--- config.mk ---
export PLATFORM = sky130hd
export DESIGN_NAME = mhs_front_flat
export DESIGN_NICKNAME = d
export VERILOG_FILES = /design/src/hdl/mhs_pkg.sv /design/src/hdl/mhs_if.sv /design/src/hdl/mhs_front.sv /design/src/flat_wrapper.sv
export SDC_FILE = /design/constraint.sdc
export NUM_CORES = 1
export LEC_CHECK = 0
export ABC_CLOCK_PERIOD_IN_PS = 2700
export BUFFER_PORTS_ARGS = -buffer_cell sky130_fd_sc_hd__buf_2
export CAP_MARGIN = 25
export CELL_PAD_IN_SITES_DETAIL_PLACEMENT = 1
export CELL_PAD_IN_SITES_GLOBAL_PLACEMENT = 2
export CORE_UTILIZATION = 28
export DETAILED_ROUTE_END_ITERATION = 8
export HOLD_SLACK_MARGIN = 0.08
export PLACE_DENSITY_LB_ADDON = 0.1
export SETUP_SLACK_MARGIN = 0.2
export SLEW_MARGIN = 0
export SYNTH_ARGS = -nofsm -noshare
export SYNTH_HDL_FRONTEND = slang
export SYNTH_SLANG_ARGS = --single-unit
--- constraint.sdc ---
create_clock -name clk -period 2.7 [get_ports clk]
set_input_delay 0.27 -clock clk [delete_from_list [all_inputs] [get_ports clk]]
set_output_delay 0.27 -clock clk [all_outputs]
set_load 0.02 [all_outputs]
--- src/hdl/mhs_pkg.sv ---
// Shared types and constants for the MinHash H3 sketch block.
`default_nettype none
package mhs_pkg;

    localparam int MAX_ROWS  = 16;
    localparam int SEED_BITS = 32;
    localparam int FUNC_W    = 2;
    localparam int ROW_W     = 4;
    localparam int BIT_W     = 5;
    localparam int WORD_W    = 32;
    localparam int QDEPTH    = 4;
    localparam int QPTR_W    = 2;
    localparam int QCNT_W    = 3;

    localparam logic [FUNC_W-1:0] FUNC_SEED = 2'd0;
    localparam logic [FUNC_W-1:0] FUNC_DATA = 2'd1;
    localparam logic [FUNC_W-1:0] FUNC_EMIT = 2'd2;

    typedef enum logic [1:0] {
        CMD_SEED,
        CMD_DATA,
        CMD_EMIT
    } cmd_kind_t;

    typedef struct packed {
        cmd_kind_t          kind;
        logic [ROW_W-1:0]   row;
        logic [BIT_W-1:0]   bit_index;
        logic [WORD_W-1:0]  value;
    } cmd_t;

    typedef struct packed {
        logic valid;
        cmd_t cmd;
    } q_head_t;

endpackage
`default_nettype wire

--- src/hdl/mhs_if.sv ---
// Valid/ready channel interfaces for sketch items and emitted row minima.
`default_nettype none
interface mhs_in_if;
    logic                       valid;
    logic                       ready;
    logic [mhs_pkg::FUNC_W-1:0] func;
    logic [mhs_pkg::ROW_W-1:0]  row;
    logic [mhs_pkg::BIT_W-1:0]  bit_index;
    logic [mhs_pkg::WORD_W-1:0] value;

    modport source (output valid, output func, output row, output bit_index,
                    output value, input ready);
    modport sink (input valid, input func, input row, input bit_index,
                  input value, output ready);
endinterface

`default_nettype wire

--- src/hdl/mhs_front.sv ---
// Front end: decode items into commands and buffer them in a short queue.
`default_nettype none
module mhs_front (
    input  wire logic             clk,
    input  wire logic             rst_n,
    mhs_in_if.sink                item,
    output mhs_pkg::q_head_t      head,
    input  wire logic             pop
);
    import mhs_pkg::*;

    cmd_t              q_reg [QDEPTH];
    logic [QPTR_W-1:0] wr_ptr_reg, wr_ptr_next;
    logic [QPTR_W-1:0] rd_ptr_reg, rd_ptr_next;
    logic [QCNT_W-1:0] cnt_reg, cnt_next;
    cmd_t              dec_cmd;
    logic              dec_keep;
    logic              xfer;
    logic              push;
    logic              do_pop;

    always_comb
    begin
        dec_cmd.row       = item.row;
        dec_cmd.bit_index = item.bit_index;
        dec_cmd.value     = item.value;
        dec_cmd.kind      = CMD_SEED;
        dec_keep          = 1'b1;
        case (item.func)
            FUNC_SEED: dec_cmd.kind = CMD_SEED;
            FUNC_DATA: dec_cmd.kind = CMD_DATA;
            FUNC_EMIT: dec_cmd.kind = CMD_EMIT;
            default:   dec_keep     = 1'b0;
        endcase
    end

    assign item.ready = (cnt_reg != QCNT_W'(QDEPTH));
    assign xfer       = item.valid && item.ready;
    assign push       = xfer && dec_keep;
    assign do_pop     = pop && (cnt_reg != '0);

    assign head.valid = (cnt_reg != '0);
    assign head.cmd   = q_reg[rd_ptr_reg];

    always_comb
    begin
        wr_ptr_next = push   ? wr_ptr_reg + 1'b1 : wr_ptr_reg;
        rd_ptr_next = do_pop ? rd_ptr_reg + 1'b1 : rd_ptr_reg;
        cnt_next    = cnt_reg + QCNT_W'(push) - QCNT_W'(do_pop);
    end

    always_ff @(posedge clk)
    begin
        if (push)
        begin
            q_reg[wr_ptr_reg] <= dec_cmd;
        end
    end

    always_ff @(posedge clk or negedge rst_n)
    begin
        if (!rst_n)
        begin
            wr_ptr_reg <= '0;
            rd_ptr_reg <= '0;
            cnt_reg    <= '0;
        end
        else
        begin
            wr_ptr_reg <= wr_ptr_next;
            rd_ptr_reg <= rd_ptr_next;
            cnt_reg    <= cnt_next;
        end
    end

endmodule
`default_nettype wire

--- src/flat_wrapper.sv ---
// flat-port wrapper written by rule: the top's interface ports become plain ports
module mhs_front_flat import mhs_pkg::*;
  (clk, rst_n, head, pop, item_valid, item_func, item_row, item_bit_index, item_value, item_ready);
  mhs_in_if item_i ();
  input  wire logic clk;
  input  wire logic rst_n;
  output mhs_pkg::q_head_t head;
  input  wire logic pop;
  input wire logic [$bits(item_i.valid)-1:0] item_valid;
  input wire logic [$bits(item_i.func)-1:0] item_func;
  input wire logic [$bits(item_i.row)-1:0] item_row;
  input wire logic [$bits(item_i.bit_index)-1:0] item_bit_index;
  input wire logic [$bits(item_i.value)-1:0] item_value;
  output wire logic [$bits(item_i.ready)-1:0] item_ready;
  assign item_i.valid = item_valid;
  assign item_i.func = item_func;
  assign item_i.row = item_row;
  assign item_i.bit_index = item_bit_index;
  assign item_i.value = item_value;
  assign item_ready = item_i.ready;
  mhs_front u_core (.clk(clk), .rst_n(rst_n), .item(item_i), .head(head), .pop(pop));
endmodule
==> metrics.txt, run 1 <==
Nets=473; GRT Util Overall=0.1178; hold crit path type=in2reg; first-pass GRT wire length=20.33 mm; Max Freq=448.1 MHz; WP data arrival=1960 ps; syn avg cell area=25.09 um^2; unrepaired setup endpoints after global routing=false; Tot Pwr=9136 uW; Startpoint Class=flop; DRC=0; VDD IR max=0.4278 mV; final antenna-violating net count=0; Starting Density=0.2891; Slowest-stage cell, CP=mux4_2; dpl cells=664; Mapped Nets=318; max reg flops=172; CTS Root Cell=clkbuf_16; count of input and output buffers=91; CP endpoint kind=primary output; Synth area leader=edfxtp_1; MaxCap Viol Count=0; Clock Sinks=179; share of layout cells above drive strength 1=0.4306; Psw=2839 uW; status=complete, no violations; CP Class=reg2out; drt pass-1 iters=4; Hold Slack=191.3 ps; Clk Latency, worst-skew pair=430 ps; sequential share of power=0.409; via count=3140; IO Pins=92; Clk pin slew, worst setup/hold paths=70 ps; worst-path cell chain=buf_12 -> mux4_2 -> buf_2; antenna cell count=0; num rows=55; leakage=0.002973 uW; initial antenna violation count=0; largest cells by area after synthesis=edfxtp_1, mux4_2, dfrtp_1; Synth Warn #=0; Distinct cells, synth=19; die width=155.8 um; routed length per instance=18.02 um; Slew Limit Fails=0; Clk pwr share=0.276; CTS buffer count=17; share of the synthesized area in the top cell type=0.7798; HPWL Detailed=7.984 mm; fill count=2253; Worst slew margin=0.6881; Core ar.=22920 um^2; CP Max Fanout=21; Final Non-Filler Cells=745; flip-flop and latch area=5345 um^2; Pint=6298 uW; Worst Skew=15.60 ps; area delta synth->final=30.19%; TritonCTS clock tree=built; WL final=13.43 mm; placer congestion estimate=0.6554; CP max stage delay=560 ps; Final period util=0.8266; Via-to-Cell Ratio=4.215; sum of negative setup slack=0 ps; Setup WS pre-CTS=590.5 ps; largest net degree at the start of global routing=37; Pwr Density=1059 nW/um^2; number of synthesized register bits=179; Syn Inst Count=264; clk buf depth=2; vias in the first global route=3462; WP data required=2430 ps; total die area=24280 um^2; Comb power frac=0.315; Post-Syn Area=6624 um^2; final worst setup slack=468.1 ps; Setup violations, final=0; Die Ht=155.8 um; H-tree Lvls=4; DR iter-0 viols=105; Overflow after GRT=0; fin crit period=2232 ps; switching portion of total power=0.3107; sequential fraction of the synthesis area=0.8062; Least-Margin Pin Slew=467.9 ps; area of the multi-input gates=1205 um^2; Final Hold Viols=0
worst paths after layout:
check,from,end,slack (ps),cells past startpoint
max,u_core.rd_ptr_reg[0],head[7],470,3
min,pop,u_core.rd_ptr_reg[0],190,3
max reg2reg,u_core.cnt_reg[1],u_core.cnt_reg[2],590,6
min reg2reg,u_core.cnt_reg[2],u_core.cnt_reg[2],510,1
max in group asynchronous,rst_n,u_core.rd_ptr_reg[0],2330,2
min in group asynchronous,rst_n,u_core.cnt_reg[1],200,2
routing by layer:
| layer | wire length [um] | up-vias | global-route usage |
|---|---|---|---|
| met5 | 0 | - | 0 |
| met3 | 681 | 12 | 0.03833 |
| met2 | 6579 | 73 | 0.1932 |
| met4 | 176 | 0 | 0.04202 |
| li1 | - | 1420 | - |
| met1 | 5990 | 1635 | 0.1454 |
cell usage after synthesis:
cell      number
or3b_1         1
mux2_4         1
or3_2          1
o31a_2         1
dfrtp_1        7
xnor2_1        3
clkbuf_1       4
ha_1           6
nand2_1        2
mux4_2        43
xor2_1         2
buf_2          6
and3_1         1
nor2b_1        2
buf_6          1
fa_1           1
inv_1          6
and2_2         4
edfxtp_1     172
through the flow:
step	util	instance area, um^2
3_3_place_gp	0.3293	7547
4_1_cts	0.3740	8571
5_1_grt	0.3763	8623
3_5_place_dp	0.3293	7547
6_report	0.3763	8623
2_1_floorplan	-	6624
worst max-delay path, delay by kind of cell, from the launching register on:
kind	cells	cell delay [ps]
multiplexers	1	560
buffers and inverters	2	420
flip-flops	1	530
power groups by stage:
stage	clock network [uW]	registers (uW)	logic, uW
floorplan	0	3680	1930
global placement	0	3850	2820
detailed placement	0	3870	2800
CTS	2610	3800	2860
global route	2690	3790	3140
finish	2520	3740	2880
final cells by class:
type / instances / area share
Inverter: 6 / 0.002612
Clock buffer: 18 / 0.04977
Tap cell: 313 / 0.04542
Clock inverter: 14 / 0.02017
Sequential cell: 179 / 0.6198
Multi-Input combinational cell: 68 / 0.1397
Timing Repair Buffer: 147 / 0.1225
placed cells by master, fill, tap and decap left out:
cell	netlist	final
and2_2	4	4
and3_1	1	1
buf_12	0	6
buf_2	6	91
buf_4	0	8
bufinv_16	0	3
clkbuf_1	4	1
clkbuf_16	0	17
clkinv_1	0	2
clkinv_4	0	1
clkinvlp_4	0	2
dfrtp_1	7	5
dfrtp_2	0	1
dfrtp_4	0	1
dlygate4sd3_1	0	42
edfxtp_1	172	172
fa_1	1	1
ha_1	6	6
inv_1	6	6
inv_6	0	6
mux2_4	1	1
mux4_2	43	43
nand2_1	2	2
nor2b_1	2	2
o31a_2	1	1
or3_2	1	1
or3b_1	1	1
xnor2_1	3	3
xor2_1	2	2
cell families after synthesis:
family,Yosys count,synth area share
buffers and inverters,17,0.01190
flip-flops,179,0.8062
multiplexers,44,0.1485
AO/OA/AOI/OAI,1,0.001511
AND/OR/NAND/NOR,11,0.01096
adder cells (fa/ha/maj),7,0.01436
XOR/XNOR,5,0.006612
timing repair:
action	in CTS	in global routing
endpoints found under the hold margin	171	0
gates resized for setup	0	0
setup buffers	0	7
setup endpoints to repair	0	22
hold buffers	42	0
Note: power is estimated with default switching activity, not from simulation.
==> run 2, diff against run 1 <==
Settings changed: ABC_CLOCK_PERIOD_IN_PS 2700 to 2200.
Clock period 2.7 ns to 2.2 ns, I/O delays scaled along.
==> run 2 against run 1 <==
  * Combinational power up 55%
  * Critical endpoint is now head[34]
  * Clock-buffer cell count did not move
  * Routed wire length is 4.3% higher
==> metrics.txt, run 2 (synthesis gave the netlist of run 1 again) <==
status=complete, no violations; Overflow after GRT=0 (unchanged); switching portion of total power=0.3049 (-0.005755); DRC=0 (unchanged); Worst Skew=10.26 ps (-5.338 ps); VDD IR max=0.5033 mV (+18%); leakage=0.003114 uW (+4.7%); Clk pin slew, worst setup/hold paths=60 ps (about the same); H-tree Lvls=4 (unchanged); total die area=24280 um^2 (unchanged); Max Used Layer=met4; max reg flops=172 (unchanged); vias in the first global route=3574 (+3.2%); met2 wire length=6.780 mm (+3.1%); Clk Latency, worst-skew pair=420 ps (about the same); Met3 Wirelength=613 um (-10%); Metal-1 WL=6.482 mm (+8.2%); Final period util=0.9351; CTS buffer count=17 (unchanged); Least-Margin Pin Slew=372.2 ps (-95.68 ps); Slew Limit Fails=0 (unchanged); Max Freq=486.1 MHz; CP endpoint kind=primary output; placer congestion estimate=0.6578 (+0.37%); hold crit path type=in2reg; WP data arrival=1840 ps (-120 ps); count of input and output buffers=91 (unchanged); Core ar.=22920 um^2 (unchanged); WP data required=1980 ps (-450 ps); Clk pwr share=0.258 (-0.018); antenna cell count=0 (unchanged); Starting Density=0.2891 (unchanged); Nets=481 (+1.7%); Clock Sinks=179 (unchanged); share of layout cells above drive strength 1=0.4545 (+0.02399); Startpoint Class=flop; dpl cell area=7615 um^2 (+0.90%); Pwr Density=1346 nW/um^2 (+27%); MaxCap Viol Count=0 (unchanged); most frequent cells in the layout=edfxtp_1, buf_2, mux4_2, dlygate4sd3_1, buf_6; unrepaired setup endpoints after global routing=true; Via-to-Cell Ratio=4.260 (+1.1%); Comb power frac=0.369 (+0.054); CTS Root Cell=clkbuf_16; num rows=55 (unchanged); post-layout util=0.3914 (+0.01512); sequential share of power=0.373 (-0.036); clk buf depth=2 (unchanged); WL final=14.01 mm (+4.3%); routed length per instance=18.61 um (+3.2%); fin area=8970 um^2 (+4.0%); HPWL Detailed=8.102 mm (+1.5%); Pint=8392 uW (+33%); GRT Util Overall=0.1231 (+0.005337); Psw=3682 uW (+30%); Die Ht=155.8 um (unchanged); drt pass-1 iters=4 (unchanged); fin crit period=2057 ps; TritonCTS clock tree=built; Setup violations, final=0 (unchanged); largest net degree at the start of global routing=44 (+19%); CP Class=reg2out; Worst slew margin=0.7519 (+0.06378); initial antenna violation count=0 (unchanged); Setup WS pre-CTS=188.0 ps (-402.5 ps); CP Max Fanout=9 (-57%); first-pass GRT wire length=21.28 mm (+4.7%); final worst setup slack=142.7 ps (-325.4 ps); DR iter-0 viols=137 (+30%); most common cell after layout, fill and taps aside=edfxtp_1; die width=155.8 um (unchanged); Hold Slack=148.2 ps (-43.08 ps); final antenna-violating net count=0 (unchanged); Final Hold Viols=0 (unchanged); IO Pins=92 (unchanged); via count=3208 (+2.2%); sum of negative setup slack=0 ps (unchanged); area delta synth->final=35.42%
## run 2: cell types whose count changed in the layout (fill, tap and decap cells not counted), sizes merged
cell,change
inv,-1
clkinvlp,-1
clkinv,+2
buf,+8
## run 2: per-stage QoR
stage / total power, uW / instances
6_report: 12070 / 753
4_1_cts: 12230 / 752
5_1_grt: 12680 / 753
3_3_place_gp: 8294 / 668
2_1_floorplan: 6912 / 264
3_5_place_dp: 8337 / 668
## run 2: area by class of cell
class,instances,area (um^2)
Inverter,6,22.52
Fill cell,2225,13950
Clock inverter,14,176.4
Timing Repair Buffer,155,1388
Sequential cell,179,5345
Tap cell,313,391.6
Multi-Input combinational cell,68,1217
Clock buffer,18,429.2
## run 2: path summary, 6_finish.rpt
path                                 startpoint                   end  slack (ps)  depth (start not counted)
min in group asynchronous                 rst_n  u_core.wr_ptr_reg[0]         170                          2
max                        u_core.rd_ptr_reg[0]              head[34]         140                          4
max in group asynchronous                 rst_n  u_core.rd_ptr_reg[0]        1840                          2
min reg2reg                u_core.wr_ptr_reg[1]  u_core.wr_ptr_reg[1]         590                          1
max reg2reg                   u_core.cnt_reg[2]     u_core.cnt_reg[2]         230                          7
min                                item_func[0]   u_core.q_reg[1][42]         150                          2
## run 2: power by group through the flow
stage | sequential, uW | clock, uW | combinational (uW)
after floorplan | 4520 | 0 | 2390
after global placement | 4640 | 0 | 3660
after detailed placement | 4660 | 0 | 3670
after CTS | 4520 | 3220 | 4490
after global routing | 4560 | 3340 | 4780
final | 4510 | 3110 | 4450
## run 2: critical path, stage by stage, from the launching register on
cell,delay (ps)
dfrtp_4,510
buf_4,150
buf_12,140
mux4_2,440
buf_4,180
## run 2: repair_timing
| item | CTS | global route |
|---|---|---|
| resized for setup | 48 | 16 |
| hold buffers | 42 | 0 |
| endpoints found under the setup margin | 44 | 44 |
| buffers inserted | 8 | 1 |
| hold endpoints to repair | 171 | 0 |
| cloned | 2 | 0 |
## run 2: routing by layer
metal,up-vias,GRT usage
li1,1439,-
met1,1679,0.1608
met2,80,0.1960
met3,10,0.03639
met4,0,0.04062
met5,-,0
==> run 3, diff against run 2 <==
Settings changed: RECOVER_POWER set to 100.
==> run 3 against run 2 <==
  * Register-to-register slack lost 100 ps
  * Sequential share of layout area grew 1.5 points
  * Via count shrank 0.16%
  * Routed wire length shrank 0.21%
  * Core utilization shrank 0.96 points
  * Cell area shrank 2.5%
  * Worst hold slack gained 12 ps
  * Combinational power shrank 9.2%
  * Fmax shrank 0.60%
  * Sequential power is essentially flat
  * Critical path depth is the same
  * Die area is the same
  * Critical path type unchanged
  * Critical endpoint is now head[13]
  * Highest routed layer unchanged
==> metrics.txt, run 3 (synthesis gave the netlist of run 1 again) <==
unrepaired setup endpoints after global routing=true; clk buf depth=2 (unchanged); Worst slew margin=0.6507 (-0.1011); total die area=24280 um^2 (unchanged); r2r startpoint=u_core.cnt_reg[0]; MaxCap Viol Count=0 (unchanged); most common cell after layout, fill and taps aside=edfxtp_1; hold crit path type=in2reg; sequential share of power=0.387 (+0.014); Startpoint Class=flop; vias in the first global route=3574 (unchanged); placer congestion estimate=0.6578 (unchanged); Final period util=0.9408 (+0.005655); sum of negative setup slack=0 ps (unchanged); antenna cell count=0 (unchanged); fin area=8750 um^2 (-2.5%); fill count=2253 (+1.3%); die width=155.8 um (unchanged); Pint=8030 uW (-4.3%); Starting Density=0.2891 (unchanged); dpl cells=668 (unchanged); CP Max Fanout=8 (-1); Nets=481 (unchanged); DR iter-0 viols=143 (+4.4%); fin crit period=2070 ps (+12.44 ps); H-tree Lvls=4 (unchanged); GRT Util Overall=0.1231 (unchanged); routed length per instance=18.57 um (-0.21%); area delta synth->final=32.09%; first-pass GRT wire length=21.28 mm (unchanged); Slew Limit Fails=0 (unchanged); share of layout cells above drive strength 1=0.3386 (-0.1159); Final Non-Filler Cells=753 (unchanged); most frequent cells in the layout=edfxtp_1, clkbuf_1, mux4_2, dlygate4sd3_1, clkbuf_2; switching portion of total power=0.3114 (+0.006495); HPWL Detailed=8.102 mm (unchanged); Least-Margin Pin Slew=523.9 ps (+151.7 ps); CTS Root Cell=clkbuf_16; Worst Skew=10.23 ps (-0.02600 ps); worst setup path startpoint=u_core.rd_ptr_reg[0]; Die Ht=155.8 um (unchanged); TritonCTS clock tree=built; Clk Latency, worst-skew pair=420 ps (about the same); WL final=13.98 mm (-0.21%); drt pass-1 iters=4 (unchanged); via count=3203 (-0.16%); DRC=0 (unchanged); CTS buffer count=17 (unchanged); initial antenna violation count=0 (unchanged); Psw=3632 uW (-1.4%); Comb power frac=0.347 (-0.022); flip-flop and latch area=5345 um^2 (unchanged); Clk pwr share=0.267 (+0.009); leakage=0.002947 uW (-5.4%); num rows=55 (unchanged); final antenna-violating net count=0 (unchanged); CP endpoint kind=primary output; Final Hold Viols=0 (unchanged); WP data arrival=1850 ps (about the same); Via-to-Cell Ratio=4.254 (-0.16%); Clk pin slew, worst setup/hold paths=60 ps (about the same); VDD IR max=0.4973 mV (-1.2%); Core ar.=22920 um^2 (unchanged); IO Pins=92 (unchanged); largest net degree at the start of global routing=44 (unchanged); Overflow after GRT=0 (unchanged); Pwr Density=1333 nW/um^2 (-0.98%); status=complete, no violations; max reg flops=172 (unchanged); Max Freq=483.2 MHz (-0.60%); Clock Sinks=179 (unchanged); post-layout util=0.3818 (-0.009610); Tot Pwr=11660 uW (-3.4%); HP Start=pop; WP data required=1980 ps (about the same); dpl cell area=7615 um^2 (unchanged); count of input and output buffers=91 (unchanged); area of the multi-input gates=1201 um^2 (-1.3%); CP Class=reg2out; Setup violations, final=0 (unchanged)
-- run 3: cell types whose count changed in the layout (fill, tap and decap cells not counted), moves of 5 or more --
cell / delta
buf_2: -56
clkbuf_1: +46
buf_6: -19
clkbuf_2: +35
buf_4: -5
-- run 3: path summary, 6_finish.rpt --
path	end	slack [ps]	cells past startpoint
min in group asynchronous	u_core.cnt_reg[2]	250	2
setup / recovery	head[13]	130	4
hold / removal	u_core.rd_ptr_reg[0]	160	3
hold reg to reg	u_core.wr_ptr_reg[1]	570	1
setup reg to reg	u_core.cnt_reg[2]	130	6
max in group asynchronous	u_core.rd_ptr_reg[0]	1590	2
-- run 3: timing repair --
action / 4_1_cts / 5_1_grt
endpoints found under the hold margin: 171 / 0
resized for setup: 48 / 16
hold buffers: 42 / 0
endpoints found under the setup margin: 44 / 44
setup buffers: 8 / 1
gates cloned: 2 / 0
-- run 3: through the flow --
stage / hold WS [ps] / setup WS [ps]
CTS: 123.2 / 69.09
global placement: 75.84 / 195.9
finish: 160.5 / 130.3
detailed placement: 75.70 / 188.0
global route: 162.3 / 40.58
floorplan: -75.59 / 208.2
-- run 3: final cells by class --
cell class / instances / share of cell area
multi-input cells: 68 / 0.1373
clock buffers: 18 / 0.04905
repair buffers: 155 / 0.1353
clock inverters: 14 / 0.02016
well taps: 313 / 0.04476
flip-flops and latches: 179 / 0.6109
inverters: 6 / 0.002574
-- run 3: worst max-delay path: stages, from the launching register on --
cell and delay, ps:
dfrtp_4 450, buf_12 140, buf_12 150, mux4_2 520, clkbuf_2 170
-- run 3: power groups by stage --
stage,registers (uW),logic (uW),clock network (uW)
finish,4510,4040,3110
global route,4560,4370,3340
CTS,4520,4490,3220
detailed placement,4660,3670,0
global placement,4640,3660,0
floorplan,4520,2390,0
-- run 3: metal layers --
metal	part of all wire	global-route usage	up-vias
met3	0.041	0.03639	10
met5	0	0	-
li1	-	-	1438
met1	0.47	0.1608	1674
met4	0.0098	0.04062	0
met2	0.48	0.1960	81
